--- config.mk ---
export PLATFORM = sky130hd
export DESIGN_NAME = usb_rate_lease_controller
export DESIGN_NICKNAME = d
export VERILOG_FILES = /design/src/sv/urlc_pkg.sv /design/src/sv/urlc_lease_fsm.sv /design/src/sv/usb_rate_lease_controller.sv
export SDC_FILE = /design/constraint.sdc
export NUM_CORES = 1
export LEC_CHECK = 0
export ABC_AREA = 1
export CAP_MARGIN = 20
export CORE_AREA = 5 5 291 293
export DETAILED_ROUTE_END_ITERATION = 8
export DIE_AREA = 0 0 296 298
export DONT_BUFFER_PORTS = 1
export SYNTH_ARGS = -nofsm -noshare
export SYNTH_HDL_FRONTEND = slang
export SYNTH_SLANG_ARGS = --single-unit
--- constraint.sdc ---
create_clock -name clk -period 19.4 [get_ports clk]
set_input_delay 0.97 -clock clk [delete_from_list [all_inputs] [get_ports clk]]
set_output_delay 0.97 -clock clk [all_outputs]
set_load 0.005 [all_outputs]
--- src/sv/urlc_pkg.sv ---
// Shared types and codes for the USB rate lease controller.
// Holds the request and result word layouts, the register map and the command codes.
// No dependencies.
package urlc_pkg;

	localparam int unsigned ADDR_W = 4;
	localparam int unsigned DATA_W = 32;

	localparam logic [1:0] REG_REENUM_DELAY  = 2'd0;
	localparam logic [1:0] REG_LEASE_TIMEOUT = 2'd1;
	localparam logic [1:0] REG_NEUTRAL_DELAY = 2'd2;

	localparam logic [15:0] REENUM_DELAY_RST  = 16'd100;
	localparam logic [15:0] LEASE_TIMEOUT_RST = 16'd500;
	localparam logic [15:0] NEUTRAL_DELAY_RST = 16'd20;

	localparam logic [15:0] NATIVE_RATE_HZ = 16'd1000;
	localparam logic [15:0] COUNT_MAX      = 16'hFFFF;

	localparam logic [2:0] CMD_CONTROL = 3'd0;
	localparam logic [2:0] CMD_TICK    = 3'd1;
	localparam logic [2:0] CMD_NEUTRAL = 3'd2;
	localparam logic [2:0] CMD_FAULT   = 3'd3;
	localparam logic [2:0] CMD_SUBMIT  = 3'd4;
	localparam logic [2:0] CMD_COMMIT  = 3'd5;

	localparam logic [7:0] OP_QUERY     = 8'd0;
	localparam logic [7:0] OP_ACQUIRE   = 8'd1;
	localparam logic [7:0] OP_HEARTBEAT = 8'd2;
	localparam logic [7:0] OP_RELEASE   = 8'd3;

	localparam logic [2:0] ST_OK          = 3'd0;
	localparam logic [2:0] ST_BAD_CRC     = 3'd1;
	localparam logic [2:0] ST_BAD_VERSION = 3'd2;
	localparam logic [2:0] ST_BUSY        = 3'd3;
	localparam logic [2:0] ST_BAD_STATE   = 3'd4;
	localparam logic [2:0] ST_BAD_TOKEN   = 3'd5;

	localparam logic [2:0] EV_NONE          = 3'd0;
	localparam logic [2:0] EV_SEND_NEUTRAL  = 3'd1;
	localparam logic [2:0] EV_DETACH_TURBO  = 3'd2;
	localparam logic [2:0] EV_ATTACH_TURBO  = 3'd3;
	localparam logic [2:0] EV_DETACH_NATIVE = 3'd4;
	localparam logic [2:0] EV_ATTACH_NATIVE = 3'd5;

	typedef struct packed {
		logic [2:0]  cmd;
		logic [31:0] now_ms;
		logic [7:0]  opcode;
		logic        frame_ok;
		logic        version_ok;
		logic [63:0] token_low;
		logic [63:0] token_high;
		logic        high_speed;
		logic        from_turbo;
		logic [15:0] board_rate_hz;
		logic        action_zero;
		logic        battery_valid;
	} req_word_t;

	typedef struct packed {
		logic [2:0]  status;
		logic [2:0]  event_res;
		logic [3:0]  mode_flags;
		logic [15:0] rate_hz;
		logic [31:0] sequence_res;
		logic [3:0]  packet_flags;
		logic        packet_made;
		logic [15:0] overwrite_count;
		logic [15:0] fault_count;
		logic [63:0] lease_low;
		logic [63:0] lease_high;
	} rsp_word_t;

	typedef struct packed {
		logic [15:0] reenum_delay_ms;
		logic [15:0] lease_timeout_ms;
		logic [15:0] neutral_delay_ms;
	} cfg_t;

endpackage

--- src/sv/urlc_lease_fsm.sv ---
// Lease state, counters and token store, with the next-state and result logic for one word.
// Depends on urlc_pkg for word layouts, codes and configuration struct.
module urlc_lease_fsm
	import urlc_pkg::*;
(
	input  logic      clk,
	input  logic      arst_n,
	input  logic      step,
	input  req_word_t item,
	input  cfg_t      cfg,
	output rsp_word_t result
);

	localparam logic [2:0] MODE_NATIVE       = 3'd0;
	localparam logic [2:0] MODE_ARMING       = 3'd1;
	localparam logic [2:0] MODE_DET_TURBO    = 3'd2;
	localparam logic [2:0] MODE_TURBO_WAIT   = 3'd3;
	localparam logic [2:0] MODE_TURBO_ACTIVE = 3'd4;
	localparam logic [2:0] MODE_FALLBACK     = 3'd5;
	localparam logic [2:0] MODE_DET_NATIVE   = 3'd6;

	logic [2:0]  mode_q, mode_d;
	logic [63:0] tok_lo_q, tok_lo_d;
	logic [63:0] tok_hi_q, tok_hi_d;
	logic [31:0] deadline_q, deadline_d;
	logic [31:0] last_hb_q, last_hb_d;
	logic [31:0] seq_q, seq_d;
	logic [15:0] rate_q, rate_d;
	logic [15:0] overwrites_q, overwrites_d;
	logic [15:0] faults_q, faults_d;
	logic        pkt_pend_q, pkt_pend_d;
	logic        neu_pend_q, neu_pend_d;
	logic        speed_q, speed_d;

	logic        match;
	logic        deadline_hit;
	logic        hb_timeout;
	logic [31:0] reenum_at;
	logic        clear_lease;
	logic [2:0]  status;
	logic [2:0]  event_res;
	logic [31:0] seq_out;
	logic [3:0]  pflags;
	logic        made;

	assign match        = (item.token_low == tok_lo_q) && (item.token_high == tok_hi_q);
	// wrap-safe: reached once the signed distance is non-negative
	assign deadline_hit = ~(item.now_ms - deadline_q) >> 31 == 32'd1;
	assign hb_timeout   = (item.now_ms - last_hb_q) >= {16'd0, cfg.lease_timeout_ms};
	assign reenum_at    = item.now_ms + {16'd0, cfg.reenum_delay_ms};

	always_comb begin
		mode_d       = mode_q;
		tok_lo_d     = tok_lo_q;
		tok_hi_d     = tok_hi_q;
		deadline_d   = deadline_q;
		last_hb_d    = last_hb_q;
		seq_d        = seq_q;
		rate_d       = rate_q;
		overwrites_d = overwrites_q;
		faults_d     = faults_q;
		pkt_pend_d   = pkt_pend_q;
		neu_pend_d   = neu_pend_q;
		speed_d      = speed_q;
		clear_lease  = 1'b0;
		status       = ST_OK;
		event_res    = EV_NONE;
		seq_out      = 32'd0;
		pflags       = 4'd0;
		made         = 1'b0;

		case (item.cmd)
			CMD_CONTROL: begin
				speed_d = item.high_speed;
				if (!item.frame_ok) begin
					status = ST_BAD_CRC;
				end else if (!item.version_ok) begin
					status = ST_BAD_VERSION;
				end else begin
					case (item.opcode)
						OP_QUERY: status = ST_OK;
						OP_ACQUIRE: begin
							if (item.from_turbo || mode_q != MODE_NATIVE) begin
								status = ST_BUSY;
							end else if (!item.high_speed || rate_q <= NATIVE_RATE_HZ ||
									(item.token_low == 64'd0 && item.token_high == 64'd0)) begin
								status = ST_BAD_STATE;
							end else begin
								tok_lo_d     = item.token_low;
								tok_hi_d     = item.token_high;
								mode_d       = MODE_ARMING;
								deadline_d   = 32'd0;
								neu_pend_d   = 1'b1;
								pkt_pend_d   = 1'b0;
								overwrites_d = 16'd0;
								faults_d     = 16'd0;
								seq_d        = 32'd0;
							end
						end
						OP_HEARTBEAT: begin
							if (!item.from_turbo ||
									!(mode_q inside {MODE_TURBO_WAIT, MODE_TURBO_ACTIVE})) begin
								status = ST_BAD_STATE;
							end else if (!match) begin
								status = ST_BAD_TOKEN;
							end else begin
								mode_d    = MODE_TURBO_ACTIVE;
								last_hb_d = item.now_ms;
							end
						end
						OP_RELEASE: begin
							if (mode_q == MODE_NATIVE) begin
								status = ST_BAD_STATE;
							end else if (!match) begin
								status = ST_BAD_TOKEN;
							end else if (mode_q == MODE_ARMING && !item.from_turbo) begin
								clear_lease = 1'b1;
							end else begin
								mode_d     = MODE_FALLBACK;
								pkt_pend_d = 1'b0;
							end
						end
						default: status = ST_BAD_STATE;
					endcase
				end
			end
			CMD_TICK: begin
				if (neu_pend_q) begin
					event_res = EV_SEND_NEUTRAL;
				end else begin
					case (mode_q)
						MODE_ARMING: begin
							if (deadline_hit) begin
								mode_d     = MODE_DET_TURBO;
								deadline_d = reenum_at;
								event_res  = EV_DETACH_TURBO;
							end
						end
						MODE_DET_TURBO: begin
							if (deadline_hit) begin
								mode_d    = MODE_TURBO_WAIT;
								last_hb_d = item.now_ms;
								event_res = EV_ATTACH_TURBO;
							end
						end
						MODE_TURBO_WAIT, MODE_TURBO_ACTIVE: begin
							if (hb_timeout) begin
								mode_d     = MODE_DET_NATIVE;
								deadline_d = reenum_at;
								pkt_pend_d = 1'b0;
								event_res  = EV_DETACH_NATIVE;
							end
						end
						MODE_FALLBACK: begin
							mode_d     = MODE_DET_NATIVE;
							deadline_d = reenum_at;
							pkt_pend_d = 1'b0;
							event_res  = EV_DETACH_NATIVE;
						end
						MODE_DET_NATIVE: begin
							if (deadline_hit) begin
								clear_lease = 1'b1;
								event_res   = EV_ATTACH_NATIVE;
							end
						end
						default: event_res = EV_NONE;
					endcase
				end
			end
			CMD_NEUTRAL: begin
				if (mode_q == MODE_ARMING && neu_pend_q) begin
					neu_pend_d = 1'b0;
					deadline_d = item.now_ms + {16'd0, cfg.neutral_delay_ms};
				end
			end
			CMD_FAULT: begin
				if (faults_q != COUNT_MAX) faults_d = faults_q + 16'd1;
			end
			CMD_SUBMIT: begin
				rate_d = item.board_rate_hz;
				if (mode_q == MODE_TURBO_ACTIVE) begin
					pflags[0] = 1'b1;
					if (pkt_pend_q) begin
						if (overwrites_q != COUNT_MAX) overwrites_d = overwrites_q + 16'd1;
						pflags[1] = 1'b1;
					end
					pflags[2]  = item.battery_valid;
					pflags[3]  = item.action_zero;
					seq_out    = seq_q;
					seq_d      = seq_q + 32'd1;
					pkt_pend_d = 1'b1;
					made       = 1'b1;
				end
			end
			CMD_COMMIT: pkt_pend_d = 1'b0;
			default: mode_d = mode_q;
		endcase

		// teardown returns the whole lease to its reset picture
		if (clear_lease) begin
			mode_d       = MODE_NATIVE;
			tok_lo_d     = 64'd0;
			tok_hi_d     = 64'd0;
			deadline_d   = 32'd0;
			last_hb_d    = 32'd0;
			seq_d        = 32'd0;
			rate_d       = NATIVE_RATE_HZ;
			overwrites_d = 16'd0;
			faults_d     = 16'd0;
			pkt_pend_d   = 1'b0;
			neu_pend_d   = 1'b0;
			speed_d      = 1'b0;
		end
	end

	always_comb begin
		result.status          = status;
		result.event_res       = event_res;
		result.mode_flags[0]   = mode_d != MODE_NATIVE;
		result.mode_flags[1]   = mode_d == MODE_TURBO_ACTIVE;
		result.mode_flags[2]   = speed_d;
		result.mode_flags[3]   = mode_d inside {MODE_FALLBACK, MODE_DET_NATIVE};
		result.rate_hz         = rate_d;
		result.sequence_res    = seq_out;
		result.packet_flags    = pflags;
		result.packet_made     = made;
		result.overwrite_count = overwrites_d;
		result.fault_count     = faults_d;
		result.lease_low       = tok_lo_d;
		result.lease_high      = tok_hi_d;
	end

	always_ff @(posedge clk or negedge arst_n) begin
		if (!arst_n) begin
			mode_q       <= MODE_NATIVE;
			tok_lo_q     <= 64'd0;
			tok_hi_q     <= 64'd0;
			deadline_q   <= 32'd0;
			last_hb_q    <= 32'd0;
			seq_q        <= 32'd0;
			rate_q       <= NATIVE_RATE_HZ;
			overwrites_q <= 16'd0;
			faults_q     <= 16'd0;
			pkt_pend_q   <= 1'b0;
			neu_pend_q   <= 1'b0;
			speed_q      <= 1'b0;
		end else if (step) begin
			mode_q       <= mode_d;
			tok_lo_q     <= tok_lo_d;
			tok_hi_q     <= tok_hi_d;
			deadline_q   <= deadline_d;
			last_hb_q    <= last_hb_d;
			seq_q        <= seq_d;
			rate_q       <= rate_d;
			overwrites_q <= overwrites_d;
			faults_q     <= faults_d;
			pkt_pend_q   <= pkt_pend_d;
			neu_pend_q   <= neu_pend_d;
			speed_q      <= speed_d;
		end
	end

endmodule

--- src/sv/usb_rate_lease_controller.sv ---
// USB rate lease controller: a request word enters an input register, the lease logic
// updates its state and builds the result word combinationally; the result waits in an
// output register. One word per cycle is sustained whenever the result side takes words;
// a word held in the input register moves on only while the output register is free or
// being drained. The rate is set by the update of the lease state, which each word reads
// and writes in turn.
// Configuration is an APB-style port: byte addresses 0, 4 and 8 hold the reattach delay,
// the heartbeat lease timeout and the post-neutral delay, each 16 bits.
// Depends on urlc_pkg and urlc_lease_fsm.
module usb_rate_lease_controller
	import urlc_pkg::*;
(
	input  logic              clk,
	input  logic              arst_n,
	input  logic              req_valid,
	output logic              req_ready,
	input  req_word_t         req,
	output logic              rsp_valid,
	input  logic              rsp_ready,
	output rsp_word_t         rsp,
	input  logic              psel,
	input  logic              penable,
	input  logic              pwrite,
	input  logic [ADDR_W-1:0] paddr,
	input  logic [DATA_W-1:0] pwdata,
	output logic [DATA_W-1:0] prdata,
	output logic              pready
);

	cfg_t      cfg_q;
	logic      req_valid_s1;
	req_word_t req_s1;
	logic      rsp_valid_s2;
	rsp_word_t rsp_s2;
	logic      advance;
	logic      cfg_wr;
	rsp_word_t result;

	assign pready = 1'b1;
	assign cfg_wr = psel && penable && pwrite;

	always_ff @(posedge clk or negedge arst_n) begin
		if (!arst_n) begin
			cfg_q.reenum_delay_ms  <= REENUM_DELAY_RST;
			cfg_q.lease_timeout_ms <= LEASE_TIMEOUT_RST;
			cfg_q.neutral_delay_ms <= NEUTRAL_DELAY_RST;
		end else if (cfg_wr) begin
			case (paddr[3:2])
				REG_REENUM_DELAY:  cfg_q.reenum_delay_ms  <= pwdata[15:0];
				REG_LEASE_TIMEOUT: cfg_q.lease_timeout_ms <= pwdata[15:0];
				REG_NEUTRAL_DELAY: cfg_q.neutral_delay_ms <= pwdata[15:0];
				default:           cfg_q <= cfg_q;
			endcase
		end
	end

	always_comb begin
		case (paddr[3:2])
			REG_REENUM_DELAY:  prdata = {16'd0, cfg_q.reenum_delay_ms};
			REG_LEASE_TIMEOUT: prdata = {16'd0, cfg_q.lease_timeout_ms};
			REG_NEUTRAL_DELAY: prdata = {16'd0, cfg_q.neutral_delay_ms};
			default:           prdata = '0;
		endcase
	end

	// move the held word on whenever the output register is free or being drained
	assign advance   = req_valid_s1 && (!rsp_valid_s2 || rsp_ready);
	assign req_ready = !req_valid_s1 || advance;

	always_ff @(posedge clk or negedge arst_n) begin
		if (!arst_n) begin
			req_valid_s1 <= 1'b0;
			rsp_valid_s2 <= 1'b0;
		end else begin
			if (req_valid && req_ready) req_valid_s1 <= 1'b1;
			else if (advance) req_valid_s1 <= 1'b0;
			if (advance) rsp_valid_s2 <= 1'b1;
			else if (rsp_ready) rsp_valid_s2 <= 1'b0;
		end
	end

	always_ff @(posedge clk) begin
		if (req_valid && req_ready) req_s1 <= req;
		if (advance) rsp_s2 <= result;
	end

	urlc_lease_fsm u_fsm (
		.clk    (clk),
		.arst_n (arst_n),
		.step   (advance),
		.item   (req_s1),
		.cfg    (cfg_q),
		.result (result)
	);

	assign rsp_valid = rsp_valid_s2;
	assign rsp       = rsp_s2;

endmodule

[Yosys cells after proc, flatten, opt, wreduce, memory -nomap -nowiden]
Cells that the tools add are included.
W data, S select, Z words.
Operators by class
  add/sub/neg operators: 7
  $lt $le $gt $ge: 2
  equality and inequality tests: 46
  multiplexer cells: 132
  bitwise gates (word level): 2
  reductions and logical operators: 49
Operators by type and width (count)
  $mux W64: 14
  $mux W32: 21
  $mux W16: 18
  $pmux W32 S3: 2
  $eq A64 B64 Y1: 2
  $logic_not A64 Y1: 2
  $pmux W32 S2: 2
  $add A32 B16 Y32: 2
  $pmux W16 S2: 2
  $sub A32 B32 Y32: 2
  $mux W3: 21
  $pmux W16 S3: 1
  $mux W1: 38
  $add A16 B1 Y16 const B: 2
  $add A32 B1 Y32 const B: 1
  $ge A32 B16 Y1: 1
  $ne A16 B16 Y1 const B: 2
  $not A32 Y32: 1
  $eq A3 B3 Y1 const B: 8
  $ne A3 B2 Y1 const B: 8
  $pmux W3 S4: 2
  $ne A4 B3 Y1 const B: 5
  $eq A8 B2 Y1 const B: 2
  $le A16 B10 Y1 const B: 1
  33 further kinds: 78
Word-level totals
  flip-flop bits (word level): 744
  input port bits: 236
  output and inout port bits: 258
  word-level logic and storage cells: 282

[Longest topological paths before layout]
Gate-level depths: netlist of the first run.
  word-level depth: 12
  depth in mapped cells: 28
  mapped depth without buffers: 28

[By module]
A second synthesis of the first run with hierarchy kept.
Second synthesis, totals
  cell total of the unflattened synthesis: 4630
  area total of the unflattened synthesis: 38896.1 sq um
By module, submodules not included
  urlc_lease_fsm: instances 1, cells each 3901, area an instance 23897.9 sq um, sequential area each 6964.2 sq um
  usb_rate_lease_controller: instances 1, cells each 729, area an instance 14998.1 sq um, sequential area each 13756.9 sq um

[Worst setup path before layout of the first run]
OpenSTA, ideal clock, no wires.
  kind: input to register
  start point: in rsp_ready
  end point: reg u_fsm.tok_hi_q[58]
  setup time: 439 ps
  data arrival time: 8296 ps
  required time: 18961 ps
  setup slack: 10665 ps
  stages on the path: 8
  buffers on the path: 3
  cell sequence: inv_1 nand2_1 nand2_1 inv_1 clkbuf_1 clkbuf_1 clkbuf_1 o21ai_0
On the way
  word-level cells in the longest chain between the ends: 2
Ends and longest elaborated chain
  start, declared: RTL line usb_rate_lease_controller.sv:19  | input logic rsp_ready,
  $logic_or A1 B1 Y1: RTL line usb_rate_lease_controller.sv:67  | assign advance = req_valid_s1 && (!rsp_valid_s2 || rsp_ready);
  $logic_and A1 B1 Y1: RTL line usb_rate_lease_controller.sv:67
  net advance: RTL line usb_rate_lease_controller.sv:35  | logic advance;
  end signal, assigned: RTL line urlc_lease_fsm.sv:250  | tok_hi_q <= tok_hi_d;
  end, declared: RTL line urlc_lease_fsm.sv:24  | logic [63:0] tok_hi_q, tok_hi_d;
The timed path passes the listed nets, and every way through them passes these cells.
A chain may end at the register's enable or synchronous reset.

==> reports/metrics.yaml, run 1 <==
status: "completed"
final_cell_area_um2: 42600
finalSetupTns_ns: 0
max-vdd-ir-drop_mv: 0.0875
seqPwrFrac_pct: 43.4
cts_sinks: 743
worst_pin_slew_ns: 1.28
synth-seq-cells: 743
num_io_pins: 494
p_per_area_nw_per_um2: 137
crit_slowest_cell: "nor2_4"
clock_power_share_pct: 28.8
leakagePower_uw: 0.0181
synth.area.top_cells: "edfxtp_1 (32%), dfrtp_1 (20%), nand2_1 (12%), inv_1 (6.2%), o21ai_0 (4.2%)"
synthTopCellsByCount: "nand2_1 (1,204), inv_1 (647), edfxtp_1 (415)"
grt.overflow.total: 0
wl_um: 107000
maxCapViolations: 0
final_util_pct: 52.3
start_kind: "register"
grt_max_degree: 310
postSynthAreaPerCell_um2: 8.60
synth_top_area_share_pct: 32.0
dpl.hpwl_um: 71300
yosys_warnings: 0
root_buffer: "clkbuf_16"
seq_area_frac_synth_pct: 53.2
synth.most_common_cell: "nand2_1"
crit_top_cell: "nor2_4"
grt_usage_pct: 23.5
combPwrFrac_pct: 27.9
clock_skew_ns: 0.0558
crit_type: "reg -> reg"
finalSetupViolCount: 0
cts_buffers: 85
end_kind: "register"
placed_cell_area_um2: 39600
p_total_uw: 5820
synth_enable_flop_cells: 415
drive_gt1_share_pct: 7.22
rsz0062_at_grt: "no"
hold_viol: 0
fp.dieW_um: 296
period_share_pct: 28.3
num_vias: 30300
drc: 0
cp.arrival_ns: 5.94
die_area_um2: 88200
antenna_found_initial: 41
synth_flop_cell: "edfxtp_1"
worstPathRequired_ns: 19.86
relSlewSlack_pct: 14.6
syn_area_um2: 38900
clock_latency_ns: 0.65
rrSetupSlack_ns: 13.92
clockBufferDepth: 3
hp-class: "in -> async"
p_int_uw: 3750
core_um2: 81600
cts_tree: "built"
dp_cells: 5433
h-tree-depth: 3
globalplace.congestion: 0.877
syn_inst: 4521
finalNonFillerCells: 5618
start_util_pct: 47.7
slowest_delay_ns: 0.85
switching_share_pct: 35.6
worstPathCellList: "nor2_4, inv_2, nor2_4, inv_2, nor2_4, buf_4, nand3_4, buf_4, nand2_1, a21oi_1, nand2_1, o21ai_0"
path_max_fanout: 70
die_h_um: 298
yosys.area.top_type: "edfxtp_1"
clk_pin_slew_ns: 0.06
portBuffers: 0
wl_per_cell_um: 19.1
switchingPower_uw: 2070
via_per_inst: 5.39
fin_nets: 4787
rows: 105
area_growth_pct: 9.65
drt-pass1-iter-count: 5
synth_cell_type_count: 58
grt_pass1_wl_um: 164000
grt_pass1_vias: 28100
slew_violations: 0
ys_async_sr_fraction_pct: 44.1
antenna_left: 0
min_period_ns: 5.48
drtIter0Drc: 2448
fmax_ghz: 0.182
## power by group through the flow
| stage | clock (uW) | combinational, uW | sequential, uW |
|---|---|---|---|
| after floorplan | 0 | 1290 | 2430 |
| after global placement | 0 | 1580 | 2550 |
| after detailed placement | 0 | 1610 | 2550 |
| after CTS | 1720 | 1630 | 2530 |
| after global routing | 1780 | 1880 | 2570 |
| final | 1680 | 1620 | 2530 |
## sequential cells by signal, indices dropped and copies added (netlist names)
signal              count
u_fsm.deadline_q       32
u_fsm.seq_q            32
rsp_valid               1
req_s1                193
u_fsm.tok_hi_q         64
u_fsm.neu_pend_q        1
u_fsm.rate_q           16
rsp                   222
u_fsm.tok_lo_q         64
u_fsm.speed_q           1
req_valid_s1            1
u_fsm.overwrites_q     16
cfg_q                  48
u_fsm.mode_q            3
u_fsm.faults_q         16
u_fsm.last_hb_q        32
u_fsm.pkt_pend_q        1
## final timing paths
kind                                    start                    to  cells after the start
hold reg to reg            u_fsm.last_hb_q[7]    u_fsm.last_hb_q[7]                      2
min in group clk                     req[130]           req_s1[130]                      0
hold / removal                         arst_n  u_fsm.deadline_q[24]                      0
setup reg to reg                  req_s1[191]    u_fsm.tok_lo_q[56]                     12
setup / recovery                  req_s1[191]    u_fsm.tok_lo_q[56]                     12
max in group asynchronous              arst_n  u_fsm.deadline_q[30]                      1
## area by class of cell
cell class | count | area, um^2
Fill cell | 7468 | 38900
Sequential cell | 743 | 20700
Multi-Input combinational cell | 2924 | 14800
Inverter | 671 | 2530
Clock buffer | 111 | 2360
Tap cell | 1070 | 1340
Clock inverter | 49 | 613
Timing Repair Buffer | 28 | 230
Antenna cell | 22 | 55.1
## per-layer routing
metal	up-vias	wire length [um]	track usage, %
li1	14900	-	-
met1	14300	45000	30.5
met2	858	50400	38.2
met3	198	8510	7.26
met4	40	3240	7.21
met5	-	286	0
## layout by cell type (no fill, tap or decap), types with 38 or more instances in the layout
master and count:
clkbuf_16 87, nand3_1 126, xor2_1 38, a21oi_1 243, nor2_1 300, ha_1 96, dfrtp_1 311, nand2_1 1203
nand4_1 241, o21ai_0 329, inv_1 645, edfxtp_1 415
## worst max-delay path, delay by kind of cell (launching register included)
kind	cells	cell delay, ns
AO/OA/AOI/OAI	2	0.22
flip-flops	1	0.50
buffers and inverters	4	1.81
AND/OR/NAND/NOR	6	2.68
## kinds of logic (layout without fill, tap and decap cells)
logic type,count (synthesis),in the layout,synth area share [%]
AO/OA/AOI/OAI,740,740,10.9
flip-flops,743,743,53.2
AND/OR/NAND/NOR,2013,2013,22.5
buffers and inverters,869,859,8.93
other,2,39,0.0193
XOR/XNOR,56,56,1.26
adder cells (fa/ha/maj),98,98,3.19
## stage by stage
step	setup WS, ns	hold WS (ns)
4_1_cts	13.90	0.00199
5_1_grt	13.54	0.0266
3_5_place_dp	13.93	0.470
6_report	13.92	0.0739
3_3_place_gp	13.93	0.464
2_1_floorplan	10.67	0.452
## what timing repair did
| action | 4_1_cts | 5_1_grt |
|---|---|---|
| hold buffers | 3 | 0 |
| hold endpoints to repair | 9 | 0 |
| setup endpoints to repair | 0 | 0 |
| buffers inserted | 0 | 0 |
| gates resized for setup | 0 | 0 |
Power figures use the tool's default switching activity.
==> inputs of run 2 (changes only) <==
--- a/config.mk
+++ b/config.mk
@@ -5,11 +5,11 @@
 export SDC_FILE = /design/constraint.sdc
 export NUM_CORES = 1
 export LEC_CHECK = 0
-export ABC_AREA = 1
+export ABC_AREA = 0
 export CAP_MARGIN = 20
-export CORE_AREA = 5 5 291 293
+export CORE_AREA = 5 5 281 283
 export DETAILED_ROUTE_END_ITERATION = 8
-export DIE_AREA = 0 0 296 298
+export DIE_AREA = 0 0 286 288
 export DONT_BUFFER_PORTS = 1
 export SYNTH_ARGS = -nofsm -noshare
 export SYNTH_HDL_FRONTEND = slang
==> constraint.sdc (replaced) <==
create_clock -name clk -period 4.8 [get_ports clk]
set_input_delay 0.24 -clock clk [delete_from_list [all_inputs] [get_ports clk]]
set_output_delay 0.24 -clock clk [all_outputs]
set_load 0.005 [all_outputs]
==> reports/metrics.yaml, run 2 <==
area_growth_pct: 19.1
synth-seq-cells: 743
via_per_inst: 5.89
synth_flop_cell: "edfxtp_1"
max-vdd-ir-drop_mv: 0.335
globalplace.congestion: 0.897
antenna_found_initial: 7
min_period_ns: 5.15
cp.arrival_ns: 5.64
h-tree-depth: 3
synth_cell_type_count: 86
hp-class: "in -> async"
p_total_uw: 18100
wl_um: 107000
maxCapViolations: 0
path_max_fanout: 8
dp_cells: 4122
clk_pin_slew_ns: 0.06
placed_cell_area_um2: 37800
slew_violations: 0
synth.area.top_cells: "edfxtp_1 (34%), dfrtp_1 (22%), mux2i_1 (4.5%), nand2_1 (3.6%), o31ai_1 (3.5%)"
drt-pass1-iter-count: 8
fp.dieW_um: 286
synth_top_area_share_pct: 34.4
yosys_warnings: 0
cts_tree: "built"
finalNonFillerCells: 4508
violations: "negative hold slack, negative setup slack"
grt_max_degree: 329
syn_area_um2: 36200
cts_buffers: 83
crit_type: "reg -> reg"
rows: 102
num_io_pins: 494
finalSetupViolCount: 37
wl_per_cell_um: 23.8
layout_common_cells: "edfxtp_1 (415), nand2_1 (346), dfrtp_1 (311)"
fill_cells: 6320
status: "finished, violations left"
cts_sinks: 743
start_kind: "register"
root_buffer: "clkbuf_16"
drc: 0
synth_enable_flop_cells: 415
final_common_cell: "edfxtp_1"
end_kind: "register"
drive_gt1_share_pct: 11.3
p_per_area_nw_per_um2: 419
yosys.area.top_type: "edfxtp_1"
drtIter0Drc: 2376
hold_viol: 322
clock_skew_ns: 0.0591
portBuffers: 0
num_vias: 26500
ctsHoldBuffers: 214
synthTopCellsByCount: "edfxtp_1 (415), nand2_1 (348), dfrtp_1 (311)"
postSynthAreaPerCell_um2: 11.3
relSlewSlack_pct: 19.7
grt_usage_pct: 25.2
ys_async_sr_fraction_pct: 44.1
die_area_um2: 82400
hold_ws_ns: -0.718
dpl.hpwl_um: 74900
setup_ws_ns: -0.349
syn_inst: 3198
grt_pass1_vias: 26500
worst_pin_slew_ns: 1.19
clock_latency_ns: 0.66
die_h_um: 288
fin_nets: 3780
largest_reg_flops: 222
clockBufferDepth: 3
period_share_pct: 107
core_um2: 76400
start_util_pct: 47.3
fmax_ghz: 0.194
grt.overflow.total: 0
synth.most_common_cell: "edfxtp_1"
seq_area_frac_synth_pct: 57.2
worstPathRequired_ns: 5.29
antenna_left: 0
leakagePower_uw: 0.0180
rsz0062_at_grt: "yes"
final_cell_area_um2: 43100
grt_pass1_wl_um: 162000
==> run 2: cell count changes in the layout (fill, tap and decap cells not counted), sizes merged, moves of 69 or more <==
cell / delta
a21oi: -158
buf: +90
dlygate4sd3: +211
inv: -543
mux2: +77
mux2i: +164
nand2: -868
nand4: -172
nor2: -69
o21ai: -207
o31ai: +156
xnor2: +120
==> run 2: cell type report <==
class	instances	area (um^2)	share of cell area [%]
Sequential cell	743	20700	48.0
Antenna cell	4	10.0	0.0232
Multi-Input combinational cell	2166	14500	33.7
Clock inverter	42	464	1.08
Timing Repair Buffer	329	3310	7.69
Inverter	123	469	1.09
Clock buffer	113	2360	5.49
Tap cell	988	1240	2.87
==> run 2: through the flow <==
stage | setup slack [ns] | setup TNS (ns) | hold WS [ns] | utilization [%]
6_report | -0.349 | -11.17 | -0.718 | 56.3
5_1_grt | -0.589 | -19.43 | -0.751 | 56.3
4_1_cts | -0.534 | -18.68 | -0.758 | 56.2
3_5_place_dp | -0.644 | -22.89 | -0.0465 | 49.4
3_3_place_gp | -0.520 | -18.62 | -0.0453 | 49.4
2_1_floorplan | -0.0878 | -2.85 | -0.0556 | -
==> run 2: path summary, 6_finish.rpt <==
path | start | endpoint | slack, ns | cells past startpoint
worst min-delay path | arst_n | cfg_q[43] | -0.72 | 0
worst min register to register | u_fsm.last_hb_q[8] | u_fsm.last_hb_q[8] | 0.48 | 2
worst max-delay path | req_s1[158] | u_fsm.deadline_q[3] | -0.35 | 25
min in group clk | paddr[2] | cfg_q[43] | 0.08 | 3
max in group asynchronous | arst_n | u_fsm.tok_lo_q[62] | 4.54 | 0
worst max register to register | req_s1[158] | u_fsm.deadline_q[3] | -0.35 | 25
==> run 2: cell families (layout without fill, tap and decap cells) <==
kind of cell    count (synthesis)  count (layout)  share of synthesized area, %
buf+inv                       304             607                          3.51
compound gates                638             638                          11.8
flops                         743             743                          57.2
simple gates                  996             996                          12.9
xor+xnor                      176             176                          4.26
other cells                     2              21                        0.0208
mux                           241             241                          6.93
fa+ha+maj                      98              98                          3.43
==> run 2: layer usage <==
metal / vias to the layer above / track usage (%) / part of all wire [%]
li1: 12200 / - / -
met1: 13200 / 35.2 / 43
met2: 1003 / 39.8 / 46
met3: 162 / 5.73 / 7.4
met4: 6 / 7.16 / 2.6
met5: - / 0 / 0.032
==> run 2: repair_timing <==
item                                   4_1_cts  5_1_grt
setup endpoints to repair                   37       40
buffers inserted                             9        2
gates resized for setup                     20       13
cloned                                       3        0
pin swaps                                   27       12
endpoints found under the hold margin      571      328
==> run 2: critical path, stage by stage, from the launching register on <==
cell and delay, ns:
edfxtp_1 0.40, inv_2 0.10, ha_4 0.13, fa_2 0.21, nor2b_2 0.05, o31a_1 0.26
o21ai_1 0.12, nand2_1 0.08, a21o_1 0.16, a21o_1 0.18, a21o_1 0.17, a21oi_2 0.14
xnor2_1 0.13, ha_1 0.26, a21o_1 0.17, a211oi_2 0.22, o22ai_2 0.12, nor4b_4 0.26
or4b_1 0.46, or4_4 0.51, nor3_4 0.12, and4_4 0.25, a2111o_2 0.15, buf_6 0.14
buf_12 0.15, o2bb2ai_1 0.09
==> run 2: report_power, final <==
group          total (uW)  switching (uW)  internal, uW
combinational        3560            2020          1550
sequential           7970             524          7440
clock                6530            2750          3780
total               18100            5280         12800
